### config.mk
export PLATFORM = sky130hd
export DESIGN_NAME = stream_substring_replace
export DESIGN_NICKNAME = d
export VERILOG_FILES = /design/src/ssr_pkg.sv /design/src/ssr_cell.sv /design/src/ssr_window.sv /design/src/stream_substring_replace.sv
export SDC_FILE = /design/constraint.sdc
export NUM_CORES = 1
export LEC_CHECK = 0
export ABC_AREA = 1
export BUFFER_PORTS_ARGS = -buffer_cell sky130_fd_sc_hd__buf_2
export CAP_MARGIN = 20
export CORE_ASPECT_RATIO = 1.25
export CORE_MARGIN = 5
export CORE_UTILIZATION = 40
export DETAILED_ROUTE_END_ITERATION = 8
export REMOVE_ABC_BUFFERS = 1
export SKIP_LAST_GASP = 1
export SYNTH_ARGS = -nofsm -noshare
export SYNTH_HDL_FRONTEND = slang
export SYNTH_HIERARCHICAL = 1
export SYNTH_SLANG_ARGS = --single-unit
### constraint.sdc
create_clock -name clock -period 3.8 [get_ports clock]
set_input_delay 0.19 -clock clock [delete_from_list [all_inputs] [get_ports clock]]
set_output_delay 0.19 -clock clock [all_outputs]
set_load 0.05 [all_outputs]
### src/ssr_pkg.sv
package ssr_pkg;

   // Sizes of the block
   localparam int PATTERN_MAX     = 8;
   localparam int REPLACEMENT_MAX = 16;
   localparam int OUTPUT_CAPACITY = 8191;

   // The replacement registers hold sixteen bytes at most
   localparam int REPL_REG_BYTES = 16;
   localparam int REPL_EFF_MAX   = (REPLACEMENT_MAX < REPL_REG_BYTES) ?
                                   REPLACEMENT_MAX : REPL_REG_BYTES;

   // Widths
   localparam int BYTE_W   = 8;
   localparam int PLEN_W   = 4;
   localparam int RLEN_W   = 5;
   localparam int CSR_W    = 64;
   localparam int CSR_IDX_W = 3;
   localparam int FILL_W   = $clog2(PATTERN_MAX + 1);
   localparam int IDX_W    = (REPL_EFF_MAX > 1) ? $clog2(REPL_EFF_MAX) : 1;
   localparam int CNT_W    = $clog2(OUTPUT_CAPACITY + 1);

   // Configuration register indexes
   typedef enum logic [CSR_IDX_W-1:0] {
      CSR_PATTERN_LENGTH     = 3'd0,
      CSR_REPLACEMENT_LENGTH = 3'd1,
      CSR_PATTERN_BYTES      = 3'd2,
      CSR_REPLACEMENT_LOW    = 3'd3,
      CSR_REPLACEMENT_HIGH   = 3'd4
   } csr_index_type;

   // Sequencer states
   typedef enum logic [2:0] {
      ST_IDLE,
      ST_CHECK,
      ST_PASS,
      ST_REPL,
      ST_SHIFT,
      ST_FLUSH,
      ST_MARK
   } state_type;

   // Control of one window cell
   typedef struct packed {
      logic shift;
      logic load;
   } cell_ctrl_type;

   // Control of the whole window row
   typedef struct packed {
      logic                   shift;
      logic [PATTERN_MAX-1:0] load;
   } win_ctrl_type;

endpackage

### src/ssr_cell.sv
module ssr_cell
   import ssr_pkg::*;
(
   input  logic              clock,
   input  cell_ctrl_type     ctrl,
   input  logic [BYTE_W-1:0] load_byte,
   input  logic [BYTE_W-1:0] neighbor_byte,
   input  logic [BYTE_W-1:0] pattern_byte,
   input  logic              active,
   output logic [BYTE_W-1:0] data,
   output logic              eq
);

   logic [BYTE_W-1:0] data_ff;
   logic [BYTE_W-1:0] data_in;

   // Take the neighbor's byte on a shift, the new byte on a load
   always_comb begin
      data_in = data_ff;
      if (ctrl.shift) begin
         data_in = neighbor_byte;
      end else if (ctrl.load) begin
         data_in = load_byte;
      end
   end

   always_ff @(posedge clock) begin
      data_ff <= data_in;
   end

   // Cells past the pattern length always agree
   assign eq   = !active || (data_ff == pattern_byte);
   assign data = data_ff;

endmodule

### src/ssr_window.sv
module ssr_window
   import ssr_pkg::*;
(
   input  logic              clock,
   input  win_ctrl_type      ctrl,
   input  logic [BYTE_W-1:0] load_byte,
   input  logic [CSR_W-1:0]  pattern_bytes,
   input  logic [FILL_W-1:0] pattern_len,
   output logic [BYTE_W-1:0] head_byte,
   output logic              match
);

   logic [BYTE_W-1:0]      tap [PATTERN_MAX];
   logic [PATTERN_MAX-1:0] cell_eq;

   genvar k;
   generate
      for (k = 0; k < PATTERN_MAX; k++) begin : g_cell
         cell_ctrl_type     cell_ctrl;
         logic [BYTE_W-1:0] neighbor;
         logic [BYTE_W-1:0] pat;

         assign cell_ctrl.shift = ctrl.shift;
         assign cell_ctrl.load  = ctrl.load[k];

         // Last cell pulls in zero on a shift
         if (k == PATTERN_MAX - 1) begin : g_end
            assign neighbor = '0;
         end else begin : g_mid
            assign neighbor = tap[k+1];
         end

         // Pattern bytes beyond the register are zero
         if (k < 8) begin : g_pat
            assign pat = pattern_bytes[8*k +: 8];
         end else begin : g_zero
            assign pat = '0;
         end

         ssr_cell u_cell (
            .clock         (clock),
            .ctrl          (cell_ctrl),
            .load_byte     (load_byte),
            .neighbor_byte (neighbor),
            .pattern_byte  (pat),
            .active        (FILL_W'(k) < pattern_len),
            .data          (tap[k]),
            .eq            (cell_eq[k])
         );
      end
   endgenerate

   assign head_byte = tap[0];
   assign match     = &cell_eq;

endmodule

### src/stream_substring_replace.sv
// Streaming search and replace. Subject bytes enter on req_ (tlast marks the last byte of
// a string); every non-overlapping occurrence of the pattern is replaced by the replacement
// string, scanning left to right, and bytes left at the end of a string are flushed as is.
// An empty pattern passes bytes straight through. Results leave on rsp_ one byte per item;
// rsp_tlast marks the last item of a string, and when a string produces no byte a single
// empty item (tuser[0] low) carries it. Bytes beyond the output capacity are dropped and
// tuser[1] is raised on the last item. A byte that does not fill the window is stored;
// one that fills it is compared, then the oldest byte or, on a match, the replacement is
// sent; pass-through sends the byte as is; the end of a string flushes the window or sends
// the empty item. A new byte is taken only while the sequencer is idle. The single output
// register sends at most one byte per cycle, which bounds the rate, and a stalled consumer
// holds it. Configuration must be written only while the block is idle; the block does not
// enforce this. Writing pattern_length empties the window.
module stream_substring_replace
   import ssr_pkg::*;
(
   input  logic                 clock,
   input  logic                 reset,
   // Request channel
   input  logic                 req_tvalid,
   output logic                 req_tready,
   input  logic [BYTE_W-1:0]    req_tdata,   // [7:0] subject_byte
   input  logic                 req_tlast,   // end_of_text
   // Result channel
   output logic                 rsp_tvalid,
   input  logic                 rsp_tready,
   output logic [BYTE_W-1:0]    rsp_tdata,   // [7:0] text_byte
   output logic [1:0]           rsp_tuser,   // [0] byte_present, [1] truncated
   output logic                 rsp_tlast,   // final_item
   // Configuration port
   input  logic                 csr_we,
   input  logic [CSR_IDX_W-1:0] csr_index,
   input  logic [CSR_W-1:0]     csr_wdata
);

   // Configuration registers
   logic [PLEN_W-1:0] plen_ff, plen_in;
   logic [RLEN_W-1:0] rlen_ff, rlen_in;
   logic [CSR_W-1:0]  pat_ff, pat_in;
   logic [CSR_W-1:0]  rlow_ff, rlow_in;
   logic [CSR_W-1:0]  rhigh_ff, rhigh_in;

   // Sequencer state
   state_type         state_ff, state_in;
   logic [FILL_W-1:0] fill_ff, fill_in;
   logic [IDX_W-1:0]  idx_ff, idx_in;
   logic [CNT_W-1:0]  count_ff, count_in;
   logic              over_ff, over_in;
   logic              eot_ff, eot_in;
   logic              sent_ff, sent_in;
   logic [BYTE_W-1:0] byte_ff, byte_in;

   // Output register
   logic              rsp_valid_ff, rsp_valid_in;
   logic [BYTE_W-1:0] rsp_byte_ff, rsp_byte_in;
   logic              rsp_present_ff, rsp_present_in;
   logic              rsp_last_ff, rsp_last_in;
   logic              rsp_trunc_ff, rsp_trunc_in;

   // Window row
   win_ctrl_type      win_ctrl;
   logic [BYTE_W-1:0] win_head;
   logic              win_match;

   // Effective lengths
   logic [FILL_W-1:0] p_eff;
   logic [RLEN_W-1:0] r_eff;
   logic [FILL_W-1:0] ins_pos;
   logic [2*CSR_W-1:0] repl_all;
   logic [BYTE_W-1:0] repl_byte;

   // Per-cycle generation
   logic              out_free;
   logic              gen_valid;
   logic [BYTE_W-1:0] gen_byte;
   logic              gen_last;
   logic              emitted;
   logic              step_done;
   logic              done_sent;
   logic              fin;

   // Clamp the configured lengths
   always_comb begin
      if (32'(plen_ff) > 32'(PATTERN_MAX)) begin
         p_eff = FILL_W'(PATTERN_MAX);
      end else begin
         p_eff = FILL_W'(plen_ff);
      end
      if (32'(rlen_ff) > 32'(REPL_EFF_MAX)) begin
         r_eff = RLEN_W'(REPL_EFF_MAX);
      end else begin
         r_eff = rlen_ff;
      end
   end

   assign ins_pos   = (fill_ff >= p_eff) ? '0 : fill_ff;
   assign repl_all  = {rhigh_ff, rlow_ff};
   assign repl_byte = repl_all[{idx_ff, 3'b000} +: BYTE_W];
   assign out_free  = !rsp_valid_ff || rsp_tready;
   assign req_tready = (state_ff == ST_IDLE);

   ssr_window u_window (
      .clock         (clock),
      .ctrl          (win_ctrl),
      .load_byte     (req_tdata),
      .pattern_bytes (pat_ff),
      .pattern_len   (p_eff),
      .head_byte     (win_head),
      .match         (win_match)
   );

   // Next state and outputs
   always_comb begin
      plen_in        = plen_ff;
      rlen_in        = rlen_ff;
      pat_in         = pat_ff;
      rlow_in        = rlow_ff;
      rhigh_in       = rhigh_ff;
      state_in       = state_ff;
      fill_in        = fill_ff;
      idx_in         = idx_ff;
      count_in       = count_ff;
      over_in        = over_ff;
      eot_in         = eot_ff;
      sent_in        = sent_ff;
      byte_in        = byte_ff;
      rsp_valid_in   = rsp_valid_ff && !rsp_tready;
      rsp_byte_in    = rsp_byte_ff;
      rsp_present_in = rsp_present_ff;
      rsp_last_in    = rsp_last_ff;
      rsp_trunc_in   = rsp_trunc_ff;
      win_ctrl       = '0;
      gen_valid      = 1'b0;
      gen_byte       = '0;
      gen_last       = 1'b0;
      emitted        = 1'b0;
      step_done      = 1'b0;
      fin            = 1'b0;

      case (state_ff)
         ST_IDLE: begin
            // Accept a request and drop it into the window
            if (req_tvalid) begin
               eot_in  = req_tlast;
               byte_in = req_tdata;
               sent_in = 1'b0;
               if (p_eff == '0) begin
                  state_in = ST_PASS;
               end else begin
                  for (int k = 0; k < PATTERN_MAX; k++) begin
                     win_ctrl.load[k] = (ins_pos == FILL_W'(k));
                  end
                  fill_in = ins_pos + FILL_W'(1);
                  if (ins_pos + FILL_W'(1) == p_eff) begin
                     state_in = ST_CHECK;
                  end else if (req_tlast) begin
                     state_in = ST_FLUSH;
                  end else begin
                     state_in = ST_IDLE;
                  end
               end
            end
         end
         ST_CHECK: begin
            // Compare the full window with the pattern
            if (win_match) begin
               fill_in = '0;
               if (r_eff != '0) begin
                  idx_in   = '0;
                  state_in = ST_REPL;
               end else begin
                  step_done = 1'b1;
               end
            end else begin
               state_in = ST_SHIFT;
            end
         end
         ST_PASS: begin
            gen_valid = 1'b1;
            gen_byte  = byte_ff;
            gen_last  = 1'b1;
         end
         ST_REPL: begin
            // Send the replacement one byte per cycle while the output register is free
            gen_valid = 1'b1;
            gen_byte  = repl_byte;
            gen_last  = (RLEN_W'(idx_ff) + RLEN_W'(1)) == r_eff;
            if (out_free) begin
               idx_in = idx_ff + IDX_W'(1);
            end
         end
         ST_SHIFT: begin
            // Send the oldest byte and retry one byte later
            gen_valid = 1'b1;
            gen_byte  = win_head;
            gen_last  = !(eot_ff && (p_eff > FILL_W'(1)));
            if (out_free) begin
               win_ctrl.shift = 1'b1;
               fill_in        = p_eff - FILL_W'(1);
               if (!gen_last) begin
                  state_in = ST_FLUSH;
               end
            end
         end
         ST_FLUSH: begin
            // Drain the window at the end of a string
            gen_valid = 1'b1;
            gen_byte  = win_head;
            gen_last  = (fill_ff == FILL_W'(1));
            if (out_free) begin
               win_ctrl.shift = 1'b1;
               fill_in        = fill_ff - FILL_W'(1);
            end
         end
         ST_MARK: begin
            // Close an empty string with a marker item
            if (out_free) begin
               rsp_valid_in   = 1'b1;
               rsp_byte_in    = '0;
               rsp_present_in = 1'b0;
               rsp_last_in    = 1'b1;
               rsp_trunc_in   = over_ff;
               count_in       = '0;
               over_in        = 1'b0;
               state_in       = ST_IDLE;
            end
         end
         default: begin
            state_in = ST_IDLE;
         end
      endcase

      // Send a generated byte, or drop it at capacity
      if (gen_valid && out_free) begin
         if (count_ff < CNT_W'(OUTPUT_CAPACITY)) begin
            fin            = eot_ff &&
                             (gen_last || (count_ff == CNT_W'(OUTPUT_CAPACITY - 1)));
            rsp_valid_in   = 1'b1;
            rsp_byte_in    = gen_byte;
            rsp_present_in = 1'b1;
            rsp_last_in    = fin;
            rsp_trunc_in   = fin && (over_ff || !gen_last);
            count_in       = count_ff + CNT_W'(1);
            emitted        = 1'b1;
         end else begin
            over_in = 1'b1;
         end
         if (gen_last) begin
            step_done = 1'b1;
         end
      end

      // Close the step
      done_sent = sent_ff || emitted;
      sent_in   = (state_ff == ST_IDLE) ? sent_in : done_sent;
      if (step_done) begin
         if (eot_ff && done_sent) begin
            count_in = '0;
            over_in  = 1'b0;
            state_in = ST_IDLE;
         end else if (eot_ff) begin
            state_in = ST_MARK;
         end else begin
            state_in = ST_IDLE;
         end
      end

      // Configuration writes
      if (csr_we) begin
         case (csr_index)
            CSR_PATTERN_LENGTH: begin
               plen_in = csr_wdata[PLEN_W-1:0];
               fill_in = '0;
            end
            CSR_REPLACEMENT_LENGTH: rlen_in  = csr_wdata[RLEN_W-1:0];
            CSR_PATTERN_BYTES:      pat_in   = csr_wdata;
            CSR_REPLACEMENT_LOW:    rlow_in  = csr_wdata;
            CSR_REPLACEMENT_HIGH:   rhigh_in = csr_wdata;
            default: begin
            end
         endcase
      end
   end

   // Control registers
   always_ff @(posedge clock) begin
      if (reset) begin
         plen_ff      <= '0;
         rlen_ff      <= '0;
         pat_ff       <= '0;
         rlow_ff      <= '0;
         rhigh_ff     <= '0;
         state_ff     <= ST_IDLE;
         fill_ff      <= '0;
         count_ff     <= '0;
         over_ff      <= 1'b0;
         rsp_valid_ff <= 1'b0;
      end else begin
         plen_ff      <= plen_in;
         rlen_ff      <= rlen_in;
         pat_ff       <= pat_in;
         rlow_ff      <= rlow_in;
         rhigh_ff     <= rhigh_in;
         state_ff     <= state_in;
         fill_ff      <= fill_in;
         count_ff     <= count_in;
         over_ff      <= over_in;
         rsp_valid_ff <= rsp_valid_in;
      end
   end

   // Payload registers
   always_ff @(posedge clock) begin
      idx_ff         <= idx_in;
      eot_ff         <= eot_in;
      sent_ff        <= sent_in;
      byte_ff        <= byte_in;
      rsp_byte_ff    <= rsp_byte_in;
      rsp_present_ff <= rsp_present_in;
      rsp_last_ff    <= rsp_last_in;
      rsp_trunc_ff   <= rsp_trunc_in;
   end

   assign rsp_tvalid = rsp_valid_ff;
   assign rsp_tdata  = rsp_byte_ff;
   assign rsp_tuser  = {rsp_trunc_ff, rsp_present_ff};
   assign rsp_tlast  = rsp_last_ff;

endmodule
Yosys cells after proc, flatten, opt, wreduce, memory -nomap -nowiden
Cells that the tools add are included.

word-level totals
  register bits after elaboration = 312
  input port bits = 81
  output and inout bits = 13
  word-level logic and storage cells = 231

cells by class
  $add $sub $neg = 6
  magnitude comparators = 13
  eq/ne operators = 39
  shift operators = 1
  muxes and demuxes = 91
  reductions and logical operators = 55

operators by type and width
  kind                   count
  $mux 8                 21
  $shiftx 128x8->8       1
  $mux 13                6
  $eq 8x8->1             8
  $mux 4                 12
  $mux 3                 12
  $mux 1                 34
  $pmux 8 s3             1
  $eq 4x3->1 const B     4
  $lt 3x4->1 const A     4
  $pmux 4 s4             1
  $reduce_bool 2->1      8
  $pmux 3 s5             1
  $add 13x1->13 const B  1
  $eq 13x13->1 const B   1
  $lt 13x13->1 const B   1
  $eq 3x2->1 const B     4
  $eq 3x3->1 const B     4
  $logic_not 1->1        12
  $logic_or 1x1->1       12
  $reduce_and 2->1       6
  $ne 3x3->1 const B     3
  $add 4x1->4 const B    2
  $eq 4x1->1 const B     2
  29 further kinds       44

Logic depth before layout (Yosys ltp)
  word-level depth = 12
  depth in mapped cells = 24
  gate-level depth less buffers = 24

By module
Netlist, hierarchy kept.

by module, submodules not included
  module                    instances  cells each  area each (sq um)  sequential area each (sq um)
  stream_substring_replace  1          1,548       11,150.7           5,104.9
  ssr_cell                  8          67          485.5              240.2
  ssr_window                1          26          101.3              0.0

Least setup slack after synthesis
Ideal clock, no wire load.

  kind = reg-to-reg
  start point = register plen_ff[2]
  end point = register state_ff[2]
  library setup time = 0.116 ns
  data arrival time = 2.529 ns
  setup slack = 1.155 ns
  stages on the path, launching flop included = 17
  buffers on the path = 0
  path through = dfxtp_1 inv_1 nor2_1 inv_1 ha_1 a21oi_1 nand3_1 nor2_1 ha_1 xor2_1 o21bai_1 nor2_1 nand2_1 o21ai_0 nand2_1 nand2_1 a21oi_1

between the ends
  cells in the longest elaborated chain, start to end = 12
  elaborated cells between the ends (all ways) = 53
  classes of those cells = add/sub (1); order compare (11); eq/ne (7); mux (13); reduce/logical (21)

RTL lines
  element                                              line                             source
  start: declaration                                   stream_substring_replace.sv:37   logic [PLEN_W-1:0] plen_ff, plen_in;
  start signal: assignment                             stream_substring_replace.sv:299  plen_ff <= plen_in;
  $gt 4x4->1                                           stream_substring_replace.sv:84   if (32'(plen_ff) > 32'(PATTERN_MAX)) begin
  $mux 4 (*)                                           stream_substring_replace.sv:84
  net p_eff[2]                                         stream_substring_replace.sv:66   logic [FILL_W-1:0] p_eff;
  branches (longest 10 deep; another with $ge 4x4->1)  --
  end signal: assignment                               stream_substring_replace.sv:304  state_ff <= state_in;
  end: declaration                                     stream_substring_replace.sv:44   state_type state_ff, state_in;

Mark *: on every way through the listed nets, which the timed path passes. The select of a mux whose other input is x is not followed.
A chain may end at the register's enable or synchronous reset.

==> reports/results.tsv <==
metric	value	unit
Synth top area share	30.9	%
Max clock buf depth	3	
Top cell by count, worst path	inv_1	
CORE AREA	37400	um^2
Pleak	7.31	nW
Num Clock Sinks	312	
CTS tree	built	
unique cell type count in the Yosys netlist	46	
GRT Util Overall	21.0	%
Critical-path top delay cell	a21oi_1	
FF-to-FF setup slack	0.57	ns
startpoint types	register	
Tcrit/Tclk final	85.1	%
Worst EP arrival	3.39	ns
Final ANT Viol Nets	0	
Crit Path Category	reg2reg	
Setup crit end	u_window/g_cell[7].u_cell/data[2]$_DFFE_PP_	
register bit total from synthesis	312	
RSZ-0062 raised after global routing	false	
post-synth top area cell	dfxtp_1	
DR vias	13787	
# resized after CTS	0	
vias in the first global route	12823	
initial antenna violation count	1	
Seq/Total Area, Yosys	46.4	%
Crit path buffers/inverters	3	
run status	completed	
Worst Reg-to-Reg Cells	10	
Worst Hold Slack	0.00868	ns
worst hold path type	in2reg	
clk_skew	0.0224	ns
GR Overflow Total	0	
Worst Path Max Fanout	8	
H-tree Lvls	2	
total of max-cap violations	0	
power density over the cells	540	nW/um^2
Synth area leaders	dfxtp_1 31%, edfxtp_1 15%, nand2_1 11%	
Design Area, Final	17800	um^2
Hold Buf Count CTS	54	
gpl congestion	0.852	
Core Rows	79	
top cells by count, synth	445 x nand2_1, 361 x nor2_1, 293 x o21ai_0	
Hold Fails Final Rpt	0	
ANT cells	0	
max-slew violations	0	
FILL cells	3750	
FFs w/ async S/R, synth	0	%
Post-Syn Area per Cell	7.17	um^2
Post-DP Area	16100	um^2
setup tns final	0	ns
first-iteration detailed-routing DRC count	1033	
EDFF count, synth	78	
actual slew at the worst max-slew pin	0.858	ns
synth warn	6	
relative max-transition margin	42.0	%
Max Freq	309	MHz
area growth from synthesis to layout	17.7	%
WL/cell	16.3	um
layout cells sized above 1	9.84	%
worst setup margin	0.565	ns
pre-CTS setup slack	0.586	ns
initial core utilization	40.5	%
cell count along the critical path	10	
Root Buffer	clkbuf_16	
Top FF cell, synth	dfxtp_1	
Final HPWL DP	31400	um
largest net degree at the start of global routing	129	
multi-input logic area	6850	um^2
clk_lat worst skew	0.52	ns
Layout Utilization	47.7	%
CP Cell Sequence	nor2_1 -> inv_1 -> ha_1 -> a21oi_1 -> nand4_1 -> inv_1 -> ha_1 -> inv_1 -> nor3_1 -> or2_1	
Netlist Area Pre-Place	15100	um^2
Max VDD drop	428	uV
crit-path max cell delay	0.39	ns
total I/O pin count	94	
Die Ht	227	um
die width	184	um
Vias/cell	5.04	
R2R Path End	u_window/g_cell[7].u_cell/data[2]$_DFFE_PP_	
Residual DRC	0	
die area	41900	um^2
clk slew on worst S/H paths	0.06	ns
Layout Nets	2319	
Post-CTS Setup Inserts	0	
final WL	44500	um
number of port buffers	93	
CP required	3.95	ns
first-pass GRT wire length	69800	um
reg-to-reg critical path startpoint	plen_ff[3]$_SDFFE_PP0P_	
First-pass DRT Iterations	6	
CP endpoint kind	register	
fin crit period	3.23	ns
Top delay family on crit path	simple AND/OR/NAND/NOR gates	
FF/Latch Area	7030	um^2
count leader, synth	nand2_1	
Syn Inst Count	2110	
final setup fails	0	
CTS buffer count	34	
crit path launch	plen_ff[3]$_SDFFE_PP0P_	
[layout make-up]
cell class	count	share of cell area (%)
clock buffer	47	5.56
inverter	230	4.87
multi-input combinational	1469	38.5
tap	486	3.41
sequential	312	39.4
timing repair buffer	176	7.26
clock inverter	13	0.976
[kinds of logic (layout without fill, tap and decap cells)]
family	count (synthesis)	count (layout)	share of synthesized area, %
AO/OA/AOI/OAI	487	487	17.0
XOR/XNOR	41	41	2.37
AND/OR/NAND/NOR	918	918	24.3
buffers and inverters	336	466	8.64
flip-flops	312	312	46.4
adder cells (fa/ha/maj)	15	15	1.24
other	1	8	0.0248
[sequential cells by signal, indices dropped and copies added, names as in the netlist, 5 cells and up]
register and cells:
count_ff 13, byte_ff 8, pat_ff 64, u_window/g_cell.u_cell/data 64
rhigh_ff 64, rlen_ff 5, rsp_tdata 8, rlow_ff 64
[metrics by stage]
step / total power [mW] / std cells
6_report: 9.62 / 2733
5_1_grt: 10.1 / 2733
4_1_cts: 9.69 / 2732
3_5_place_dp: 6.20 / 2618
3_3_place_gp: 6.18 / 2617
2_1_floorplan: 5.55 / 2011
[routing by layer]
layer | up-vias | share of wire [%] | GRT usage [%]
met2 | 373 | 48 | 36.0
met5 | - | 0 | 0
met3 | 92 | 5.3 | 2.70
met1 | 6307 | 42 | 26.8
li1 | 7015 | - | -
met4 | 0 | 4.1 | 8.54
[cells in the final DEF (no fill, tap or decap), types with 5 or more instances in the layout]
cell type        n
nand2_1        445
nor2_1         360
o21ai_0        293
dfxtp_1        234
inv_1          207
a21oi_1        126
buf_2           93
edfxtp_1        78
dlygate4sd3_1   54
nand3_1         47
clkbuf_16       35
xnor2_1         34
buf_4           24
nor3_1          19
inv_2           18
o21ai_1         15
ha_1            15
o22ai_1         12
nor2_2          10
a22oi_1         10
nand4_1          9
o221ai_1         8
or2_1            8
conb_1           8
a21boi_0         7
xor2_1           7
clkbuf_8         7
nand2_2          5
clkbuf_1         5
[where the power goes]
| part | switching (mW) | leakage (nW) | internal [mW] |
|---|---|---|---|
| combinational | 1.48 | 4.12 | 0.669 |
| clock | 1.35 | 0.567 | 2.10 |
| sequential | 0.229 | 2.62 | 3.80 |
| total | 3.05 | 7.31 | 6.56 |
[worst min path at each step]
stage / start / endpoint / slack (ns) / depth (start not counted)
2_1_floorplan: reset / state_ff[0]$_SDFFE_PP0P_ / 0.26 / 1
3_3_place_gp: req_tlast / eot_ff$_DFFE_PP_ / 0.42 / 1
3_5_place_dp: req_tlast / eot_ff$_DFFE_PP_ / 0.42 / 1
4_1_cts: csr_wdata[6] / rhigh_ff[6]$_SDFFE_PP0P_ / 0.0003 / 3
5_1_grt: csr_wdata[22] / pat_ff[22]$_SDFFE_PP0P_ / 0.02 / 3
6_report: csr_wdata[27] / rhigh_ff[27]$_SDFFE_PP0P_ / 0.009 / 3
[worst register-to-register path, stage by stage (launching register included)]
cell	delay (ns)
dfxtp_1	0.38
nor2_1	0.35
inv_1	0.15
ha_1	0.21
a21oi_1	0.39
nand4_1	0.32
inv_1	0.20
ha_1	0.19
inv_1	0.08
nor3_1	0.22
or2_1	0.39
Note: power is estimated with default switching activity, not from simulation.
